## config.mk

```make
export PLATFORM = sky130hd
export DESIGN_NAME = chva_front
export DESIGN_NICKNAME = d
export VERILOG_FILES = /design/src/hw/rtl/chva_pkg.sv /design/src/hw/rtl/chva_front.sv
export SDC_FILE = /design/constraint.sdc
export NUM_CORES = 1
export LEC_CHECK = 0
export BUFFER_PORTS_ARGS = -buffer_cell sky130_fd_sc_hd__buf_2
export CAP_MARGIN = 25
export CORE_MARGIN = 8
export CORE_UTILIZATION = 45
export DETAILED_ROUTE_END_ITERATION = 16
export PLACE_DENSITY = 0.73
export SLEW_MARGIN = 10
export SYNTH_ARGS = -nofsm -noshare
export SYNTH_HDL_FRONTEND = slang
export SYNTH_SLANG_ARGS = --single-unit
export TNS_END_PERCENT = 30
```

## constraint.sdc

```tcl
create_clock -name clock -period 1.75 [get_ports clock]
set_input_delay 0.175 -clock clock [delete_from_list [all_inputs] [get_ports clock]]
set_output_delay 0.175 -clock clock [all_outputs]
set_load 0.02 [all_outputs]
```

## src/hw/rtl/chva_pkg.sv

```systemverilog
`timescale 1ns / 1ps
// Shared types, register indexes and constants of the circle Hough vote accumulator.
package chva_pkg;

   localparam int AccWidthDef  = 128;
   localparam int AccHeightDef = 128;

   localparam int CoordW   = 14;
   localparam int OffW     = 13;
   localparam int CsrIdxW  = 3;
   localparam int CsrDataW = 12;

   localparam logic [CsrIdxW-1:0] CSR_RADIUS     = 3'd0;
   localparam logic [CsrIdxW-1:0] CSR_BOX_LEFT   = 3'd1;
   localparam logic [CsrIdxW-1:0] CSR_BOX_TOP    = 3'd2;
   localparam logic [CsrIdxW-1:0] CSR_BOX_WIDTH  = 3'd3;
   localparam logic [CsrIdxW-1:0] CSR_BOX_HEIGHT = 3'd4;

   localparam logic [6:0]  RADIUS_RST     = 7'd5;
   localparam logic [11:0] BOX_LEFT_RST   = 12'd0;
   localparam logic [11:0] BOX_TOP_RST    = 12'd0;
   localparam logic [7:0]  BOX_WIDTH_RST  = 8'd128;
   localparam logic [7:0]  BOX_HEIGHT_RST = 8'd128;

   localparam logic KIND_CLEAR = 1'b0;
   localparam logic KIND_POINT = 1'b1;

   typedef struct packed {
      logic        kind;
      logic [11:0] point_x;
      logic [11:0] point_y;
   } req_type;

   typedef struct packed {
      logic [7:0] best_count;
      logic [6:0] best_x;
      logic [6:0] best_y;
   } rsp_type;

   typedef struct packed {
      logic                   kind;
      logic signed [OffW-1:0] cx;
      logic signed [OffW-1:0] cy;
   } cmd_type;

   typedef struct packed {
      logic [6:0] radius;
      logic [7:0] box_width;
      logic [7:0] box_height;
   } geom_type;

endpackage

```

## src/hw/rtl/chva_front.sv

```systemverilog
`timescale 1ns / 1ps
// Front end: accepts items, classifies them and moves them into box coordinates.
module chva_front (
   input  logic              clock,
   input  logic              reset,
   input  logic              init_done,
   input  logic              req_valid,
   output logic              req_ready,
   input  chva_pkg::req_type req_data,
   input  logic [11:0]       box_left,
   input  logic [11:0]       box_top,
   output logic              push_valid,
   input  logic              push_ready,
   output chva_pkg::cmd_type push_cmd
);
   import chva_pkg::*;

   logic    hold_valid_ff, hold_valid_in;
   cmd_type hold_cmd_ff, hold_cmd_in;
   logic    accept;

   assign req_ready  = init_done && (!hold_valid_ff || push_ready);
   assign accept     = req_valid && req_ready;
   assign push_valid = hold_valid_ff;
   assign push_cmd   = hold_cmd_ff;

   always_comb begin
      hold_valid_in = hold_valid_ff;
      hold_cmd_in   = hold_cmd_ff;
      if (accept) begin
         hold_valid_in    = 1'b1;
         hold_cmd_in.kind = req_data.kind;
         if (req_data.kind == KIND_POINT) begin
            hold_cmd_in.cx = $signed({1'b0, req_data.point_x}) - $signed({1'b0, box_left});
            hold_cmd_in.cy = $signed({1'b0, req_data.point_y}) - $signed({1'b0, box_top});
         end else begin
            hold_cmd_in.cx = '0;
            hold_cmd_in.cy = '0;
         end
      end else if (push_ready) begin
         hold_valid_in = 1'b0;
      end
   end

   always_ff @(posedge clock) begin
      if (reset) begin
         hold_valid_ff <= 1'b0;
      end else begin
         hold_valid_ff <= hold_valid_in;
      end
   end

   always_ff @(posedge clock) begin
      hold_cmd_ff <= hold_cmd_in;
   end

endmodule

```

==> impl_metrics.json <==
{
  "status": "finished clean",
  "synthMuxAreaShare_pct": 0.466,
  "setup_ws_ps": 62.2,
  "drive_above_1_share_pct": 37.7,
  "synth_top_area_share_pct": 37.7,
  "endpoint_kind": "register",
  "synthXorXnorAreaFrac_pct": 1.63,
  "synth-edff-count": 27,
  "drtPass1Iterations": 4,
  "switching_share_pct": 31.2,
  "ant_nets": 0,
  "synth_adder_area_share_pct": 15.8,
  "postLayoutCellArea_um2": 2950,
  "vias": 2018,
  "pre_cts_ws_ps": -251,
  "cts_max_level": 1,
  "remaining_drc_errors": 0,
  "clockBufferDepth": 2,
  "core_um2": 4660,
  "start_util_pct": 46.1,
  "seq_area_frac_synth_pct": 38.6,
  "p_seq_share_pct": 42.5,
  "die_h_um": 85.1,
  "crit_required_ps": 1850,
  "synth_top_cell_by_area": "edfxtp_1",
  "final_cell_mix": "82 x buf_2, 30 x inv_1, 30 x buf_4",
  "avgViaCountPerCell": 5.16,
  "final_cells": 391,
  "cts_hold_buf": 0,
  "gp_congestion": 0.819,
  "grtUsageTotal_pct": 14.6,
  "diodes": 0,
  "grt_overflow_total": 0,
  "clkLatencyLatePin_ps": 280,
  "path_max_fanout": 5,
  "grt_pass1_vias": 2039,
  "io_pins": 83,
  "p_leak_nw": 1.44,
  "period_needed_ps": 1690,
  "cts_inserted_buffers": 3,
  "p_total_mw": 1.88,
  "ys_warn_count": 0,
  "drt_first_iter_violations": 84,
  "seq_area_um2": 831,
  "clkTransAtPathRegs_ps": 100,
  "fin_crit_sh_pct": 96.4,
  "powerDensity_nw_per_um2": 638,
  "wl_per_cell_um": 14.0,
  "placed_area_um2": 2870,
  "nFillCells": 418,
  "netlist_instances": 221,
  "power.net_switching_mw": 0.587,
  "ys_seq_elements": 28,
  "area_delta_synth_final_pct": 37.4,
  "synthSimpleGateAreaFrac_pct": 15.6,
  "die_width_um": 85.1,
  "worstHoldPathType": "in2reg",
  "worst_pin_slew_ps": 385,
  "grt_max_degree": 28,
  "slew_viol_final": 0,
  "synth_compound_area_share_pct": 22.2,
  "hpwl_mm": 4.51,
  "intPower_mw": 1.30,
  "cts_root_buffer": "clkbuf_8",
  "grt_pass1_wl_mm": 8.94,
  "slew-limit-headroom_pct": 74.2,
  "tritoncts": "yes",
  "setup-violations-final": 0,
  "antenna_found_initial": 0,
  "yosys_most_used_dff": "edfxtp_1",
  "finalNetCount": 418,
  "synthArstFlopShare_pct": 0,
  "dp.cells": 386,
  "yosysUniqueCellTypes": 42,
  "p_comb_share_pct": 37.7,
  "clockPowerShare_pct": 19.8,
  "mostFrequentLayoutCell": "buf_2",
  "synth_area_per_cell_um2": 9.73,
  "synth_top_family_by_area": "compound AO/OA/AOI/OAI gates",
  "fmax_mhz": 592,
  "finalHoldViolations": 0,
  "synth_area_leaders": "edfxtp_1 38%, ha_1 14%, inv_1 5.2%",
  "final_util_pct": 63.4,
  "io_buffers": 82,
  "irDropWorstVdd_v": 0.000314,
  "routed_wl_mm": 5.46,
  "arrival_ps": 1790,
  "numClockSinks": 28,
  "dieArea_um2": 7240,
  "crit_type": "in2reg",
  "rows": 25,
  "critPathLaunchType": "primary input",
  "rsz0062_at_grt": "yes",
  "multiInputGateArea_um2": 1230,
  "syn-num-nets": 301,
  "cap_violations": 0,
  "syn_area_um2": 2150,
  "skew_ps": 10.4
}
## critical path: stages
cell and delay [ps]:
buf_2 100, ha_1 300, buf_4 150, o21a_1 170, o31a_1 160, o31ai_2 360
a21oi_1 120, a311oi_1 250
## sequential cells by signal, summed over array words and instances (netlist names)
register    count
push_valid      1
push_cmd       27
## power by group through the flow
stage | Sequential [mW] | Combinational (mW) | Clock, mW
finish | 0.801 | 0.710 | 0.372
global route | 0.805 | 0.788 | 0.413
CTS | 0.802 | 0.699 | 0.385
detailed placement | 0.817 | 0.696 | 0
global placement | 0.815 | 0.675 | 0
floorplan | 0.870 | 0.370 | 0
## Yosys cell counts, types with 3 or more instances
cell	number
a211oi_1	4
inv_1	30
o21ai_0	7
nand2_1	8
ha_1	24
nand2b_1	4
o211ai_1	3
xnor2_1	3
nor2_1	15
nand3_1	5
a21oi_1	17
o21a_1	13
edfxtp_1	27
nor2b_1	6
nor3_1	16
a21o_1	4
and3_1	3
## through the flow
stage | hold WS [ps] | TNS [ps]
floorplan | 244 | -91.8
global placement | 334 | -1320
detailed placement | 341 | -2020
CTS | 48.1 | 0
global route | 41.4 | -10.2
finish | 50.4 | 0
## layer usage
metal	routed length, µm	vias up	global-route usage [%]
met4	10	0	2.27
li1	-	1042	-
met3	335	2	3.57
met1	2440	929	17.2
met2	2670	45	26.3
met5	0	-	0
## path summary, 6_finish.rpt
kind	start	to	slack, ps	cells past startpoint
setup reg to reg	push_valid	push_cmd[16]	550	5
hold / removal	reset	push_valid	50	2
setup / recovery	req_data[14]	push_cmd[24]	60	8
hold reg to reg	push_valid	push_valid	500	2
## area by class of cell
type                    count  area share [%]
clock buffers               4            1.53
inverters                  30            3.81
multi-input cells         161            41.7
flip-flops and latches     28            28.1
well taps                  54            2.29
repair buffers            114            22.6
## repair_timing
| action | CTS | global route |
|---|---|---|
| setup endpoints to repair | 0 | 4 |
| buffers inserted | 0 | 1 |
| resized for setup | 0 | 5 |
| hold endpoints to repair | 0 | 0 |
## cells by family after synthesis
kind of cell    count (synthesis)
buf+inv                        32
fa+ha+maj                      26
compound gates                 65
mux                             1
flops                          28
simple gates                   65
xor+xnor                        4
Power figures use the tool's default switching activity.
