## config.mk

```make
export PLATFORM = sky130hd
export DESIGN_NAME = chva_queue
export DESIGN_NICKNAME = d
export VERILOG_FILES = /design/src/hw/rtl/chva_pkg.sv /design/src/hw/rtl/chva_queue.sv
export SDC_FILE = /design/constraint.sdc
export NUM_CORES = 1
export LEC_CHECK = 0
export BUFFER_PORTS_ARGS = -buffer_cell sky130_fd_sc_hd__buf_4
export CAP_MARGIN = 15
export CORE_MARGIN = 2
export CORE_UTILIZATION = 40
export DETAILED_ROUTE_END_ITERATION = 16
export GPL_ROUTABILITY_DRIVEN = 0
export GPL_TIMING_DRIVEN = 0
export PLACE_DENSITY = 0.7
export SYNTH_ARGS = -nofsm -noshare
export SYNTH_HDL_FRONTEND = slang
export SYNTH_SLANG_ARGS = --single-unit
```

## constraint.sdc

```tcl
create_clock -name clock -period 1.7 [get_ports clock]
set_input_delay 0.51 -clock clock [delete_from_list [all_inputs] [get_ports clock]]
set_output_delay 0.51 -clock clock [all_outputs]
set_load 0.02 [all_outputs]
```

## src/hw/rtl/chva_pkg.sv

```systemverilog
`timescale 1ns / 1ps
// Shared types, register indexes and constants of the circle Hough vote accumulator.
package chva_pkg;

   localparam int AccWidthDef  = 128;
   localparam int AccHeightDef = 128;

   localparam int CoordW   = 14;
   localparam int OffW     = 13;
   localparam int CsrIdxW  = 3;
   localparam int CsrDataW = 12;

   localparam logic [CsrIdxW-1:0] CSR_RADIUS     = 3'd0;
   localparam logic [CsrIdxW-1:0] CSR_BOX_LEFT   = 3'd1;
   localparam logic [CsrIdxW-1:0] CSR_BOX_TOP    = 3'd2;
   localparam logic [CsrIdxW-1:0] CSR_BOX_WIDTH  = 3'd3;
   localparam logic [CsrIdxW-1:0] CSR_BOX_HEIGHT = 3'd4;

   localparam logic [6:0]  RADIUS_RST     = 7'd5;
   localparam logic [11:0] BOX_LEFT_RST   = 12'd0;
   localparam logic [11:0] BOX_TOP_RST    = 12'd0;
   localparam logic [7:0]  BOX_WIDTH_RST  = 8'd128;
   localparam logic [7:0]  BOX_HEIGHT_RST = 8'd128;

   localparam logic KIND_CLEAR = 1'b0;
   localparam logic KIND_POINT = 1'b1;

   typedef struct packed {
      logic        kind;
      logic [11:0] point_x;
      logic [11:0] point_y;
   } req_type;

   typedef struct packed {
      logic [7:0] best_count;
      logic [6:0] best_x;
      logic [6:0] best_y;
   } rsp_type;

   typedef struct packed {
      logic                   kind;
      logic signed [OffW-1:0] cx;
      logic signed [OffW-1:0] cy;
   } cmd_type;

   typedef struct packed {
      logic [6:0] radius;
      logic [7:0] box_width;
      logic [7:0] box_height;
   } geom_type;

endpackage

```

## src/hw/rtl/chva_queue.sv

```systemverilog
`timescale 1ns / 1ps
// Two-entry command queue between the front end and the voting engine.
module chva_queue (
   input  logic              clock,
   input  logic              reset,
   input  logic              push_valid,
   output logic              push_ready,
   input  chva_pkg::cmd_type push_cmd,
   output logic              pop_valid,
   input  logic              pop_ready,
   output chva_pkg::cmd_type pop_cmd
);
   import chva_pkg::*;

   cmd_type    slot_ff [2];
   logic       wr_ptr_ff, wr_ptr_in;
   logic       rd_ptr_ff, rd_ptr_in;
   logic [1:0] count_ff, count_in;
   logic       push, pop;

   assign push_ready = (count_ff != 2'd2);
   assign pop_valid  = (count_ff != 2'd0);
   assign pop_cmd    = slot_ff[rd_ptr_ff];
   assign push       = push_valid && push_ready;
   assign pop        = pop_valid && pop_ready;

   always_comb begin
      wr_ptr_in = push ? !wr_ptr_ff : wr_ptr_ff;
      rd_ptr_in = pop ? !rd_ptr_ff : rd_ptr_ff;
      count_in  = count_ff;
      if (push && !pop) begin
         count_in = count_ff + 2'd1;
      end else if (pop && !push) begin
         count_in = count_ff - 2'd1;
      end
   end

   always_ff @(posedge clock) begin
      if (reset) begin
         wr_ptr_ff <= 1'b0;
         rd_ptr_ff <= 1'b0;
         count_ff  <= 2'd0;
      end else begin
         wr_ptr_ff <= wr_ptr_in;
         rd_ptr_ff <= rd_ptr_in;
         count_ff  <= count_in;
      end
   end

   always_ff @(posedge clock) begin
      if (push) begin
         slot_ff[wr_ptr_ff] <= push_cmd;
      end
   end

endmodule

```

==> impl_results.md <==
- Vias in the first global route: 1251
- Crit path kind: reg2out
- P_int: 3.39 mW
- Final setup violation count: 27
- Slew @ Worst Pin: 0.396 ns
- DR DRC count: 0
- Final hold vios: 0
- Sw Share: 29.4%
- Post-DR vias/cell: 4.69
- Syn Inst Count: 108
- CTS buffer count: 9
- Status: finished, violations left
- Worst setup margin: -0.198 ns
- Initial Util: 41.9%
- Die width: 77.6 um
- Hold depth: 1
- IO Port Bufs: 59
- Worst Skew: 0.00794 ns
- CP Capture Type: primary output
- Sequential power share: 39.8%
- Yosys warning count: 0
- Synth Area per Inst: 20.1 um2
- CTS root buffer: clkbuf_8
- Area of the multi-input gates: 532 um2
- Die Span Y: 77.6 um
- CTS tree: yes
- Net switching power: 1.41 mW
- DR pass1 iterations: 4
- Via Count: 1209
- Critical path peak fanout: 6
- Worst reg-to-reg setup slack: 0.06 ns
- Initial antenna violation count: 0
- Hold Startpoint: push_cmd[12]
- DR iter-0 viols: 59
- Share of cells above drive strength 1: 59.6%
- Maximum clock rate: 527 MHz
- Worst R2R Path Depth: 5
- Fin util: 61.5%
- Post-Syn Area: 2170 um2
- Sequential Area: 1720 um2
- RSZ-0062 raised after global routing: yes
- Required @ worst endpoint: 1.19 ns
- Sequential fraction of the synthesis area: 79.4%
- Peak VDD IR: 0.670 mV
- CTS max path bufs: 2
- WL/cell: 16.6 um
- Fin cells: 258
- Clock sinks: 59
- WHS Endpoint: slot_ff[1][12]
- Failing checks: setup timing
- DP HPWL: 2.49 mm
- Leak: 1.25 nW
- Detailed-route wire length: 4.27 mm
- Clock-pin transition on the worst setup and hold timing paths: 0.06 ns
- Placeable Area: 5170 um2
- Syn Nets: 140
- Area Growth Syn to Fin: 46.8%
- Comb power frac: 39.3%
- Htree depth: 3
- Pin count of the biggest net entering global routing: 28
- Fillcell total: 365
- Synth unique cells: 18
- GRT overflow: 0
- Rows: 26
- All-Layer GR Usage: 13.9%
- Final Max Tran Viols: 0
- I/O Pins: 60
- Post-route ant nets: 0
- Yosys reg bits: 59
- Max-Cap Viols: 0
- Final worst-path cycle share: 112%
- Global-route wire length before repair: 6.11 mm
- Clock latency on the worst-skew pair: 0.33 ns
- Total Die Area: 6030 um2
- Arrival time at the worst endpoint: 1.39 ns
- Nets: 215
- Final instance area: 3180 um2
- R2R Path End: count_ff[1]
- # diodes: 0
- Reg2reg start: count_ff[0]
- Slew headroom: 73.6%
- Fin crit period: 1.90 ns
- P per Cell Area: 1510 nW/um2
- Setup crit start kind: register
- DP Area: 2700 um2
- DP Cell Count: 237
- Hold WC Path Type: in2reg
- Clk pwr share: 20.9%
[repair_timing]
action / 4_1_cts / 5_1_grt
endpoints found under the hold margin: 0 / 0
endpoints found under the setup margin: 54 / 70
resized for setup: 37 / 30
hold buffers: 0 / 0
buffers inserted: 2 / 0
gates cloned: 1 / 2
pin swaps: 0 / 0
[layout by cell type (no fill, tap or decap)]
| cell type | netlist | routed |
|---|---|---|
| clkinv_1 | 0 | 2 |
| xor2_1 | 3 | 3 |
| clkbuf_8 | 0 | 9 |
| or3_1 | 1 | 1 |
| a21oi_1 | 2 | 2 |
| buf_12 | 0 | 2 |
| edfxtp_1 | 54 | 54 |
| or2_2 | 1 | 1 |
| nand3b_1 | 1 | 1 |
| mux2_4 | 0 | 27 |
| nand2b_2 | 0 | 1 |
| a21bo_2 | 1 | 1 |
| ha_1 | 1 | 1 |
| clkbuf_16 | 0 | 2 |
| clkbuf_1 | 0 | 3 |
| nor2_1 | 3 | 3 |
| clkinvlp_4 | 0 | 2 |
| o21ai_0 | 2 | 2 |
| dfxtp_1 | 5 | 3 |
| buf_6 | 0 | 27 |
| dfxtp_2 | 0 | 2 |
| and3_4 | 0 | 1 |
| clkinv_2 | 0 | 2 |
| buf_4 | 2 | 33 |
| and2_1 | 1 | 1 |
| buf_8 | 0 | 2 |
[Yosys cell counts]
library cell	instances	area, um2
edfxtp_1	54	1620
mux2_2	27	304
dfxtp_1	5	100
nor2_1	3	11.3
xor2_1	3	26.3
a21oi_1	2	10.0
buf_4	2	15.0
o21ai_0	2	10.0
a21bo_2	1	10.0
and2_1	1	6.26
and3_1	1	6.26
buf_2	1	5.00
ha_1	1	12.5
inv_1	1	3.75
nand2b_1	1	6.26
nand3b_1	1	7.51
or2_2	1	6.26
or3_1	1	6.26
[registers in the layout, indices dropped and copies added, names as in the netlist, named ones only]
register,count
count_ff,2
slot_ff,54
rd_ptr_ff,1
wr_ptr_ff,1
[worst max-delay path by stage]
| stage | startpoint | endpoint | slack (ns) | cells after the start |
|---|---|---|---|---|
| global placement | register | pop_cmd[13] | -0.07 | 4 |
| CTS | register | pop_cmd[1] | -0.25 | 4 |
| finish | register | pop_cmd[6] | -0.20 | 4 |
| floorplan | count_ff[0] | count_ff[1] | 0.04 | 5 |
| global route | register | pop_cmd[10] | -0.25 | 4 |
| detailed placement | push_valid | slot_ff[0][20] | -0.14 | 3 |
[critical path: stages, from the launching register on]
cell       delay (ns)
dfxtp_2          0.33
buf_8            0.14
clkbuf_16        0.16
mux2_4           0.30
buf_6            0.13
[per-stage QoR]
step / setup TNS (ns) / hold WS (ns) / power [mW] / worst slack (ns)
final: -4.78 / 0.368 / 4.79 / -0.198
after global routing: -6.06 / 0.349 / 5.01 / -0.249
after CTS: -5.73 / 0.352 / 4.57 / -0.253
after detailed placement: -5.32 / 0.487 / 3.28 / -0.139
after global placement: -2.50 / 0.487 / 3.23 / -0.0742
after floorplan: 0 / 0.471 / 2.75 / 0.0351
[layout make-up]
cell class | instances | area share, %
Clock inverter | 4 | 0.550
Inverter | 1 | 0.236
Clock buffer | 12 | 4.25
Tap cell | 70 | 2.75
Timing Repair inverter | 1 | 0.236
Multi-Input combinational cell | 45 | 16.7
Buffer | 3 | 1.57
Sequential cell | 59 | 54.2
Timing Repair Buffer | 63 | 19.5
[cells by family after synthesis]
group	Yosys count	share of synthesized area [%]
DFF	59	79.4
muxes	27	14.0
and+or+nand+nor	9	2.31
AOI/OAI and AO/OA	5	1.38
buffers and inverters	4	1.10
xor gates and xnor gates	3	1.21
adders and majority gates	1	0.577
[power by group through the flow]
stage	Clock [mW]	Combinational [mW]	Sequential, mW
2_1_floorplan	0	0.853	1.89
3_3_place_gp	0	1.33	1.90
3_5_place_dp	0	1.36	1.92
4_1_cts	1.03	1.64	1.89
5_1_grt	1.09	1.98	1.93
6_report	1.00	1.88	1.91
[metal layers]
| metal | wire (um) | GRT usage (%) | share of wire, % | up-vias |
|---|---|---|---|---|
| met5 | 0 | 0 | 0 | - |
| met4 | 99 | 9.11 | 2.3 | 0 |
| met3 | 239 | 4.53 | 5.6 | 10 |
| met2 | 2270 | 22.6 | 53 | 43 |
| met1 | 1660 | 15.7 | 39 | 589 |
| li1 | - | - | - | 567 |
Note: power is estimated with default switching activity, not from simulation.
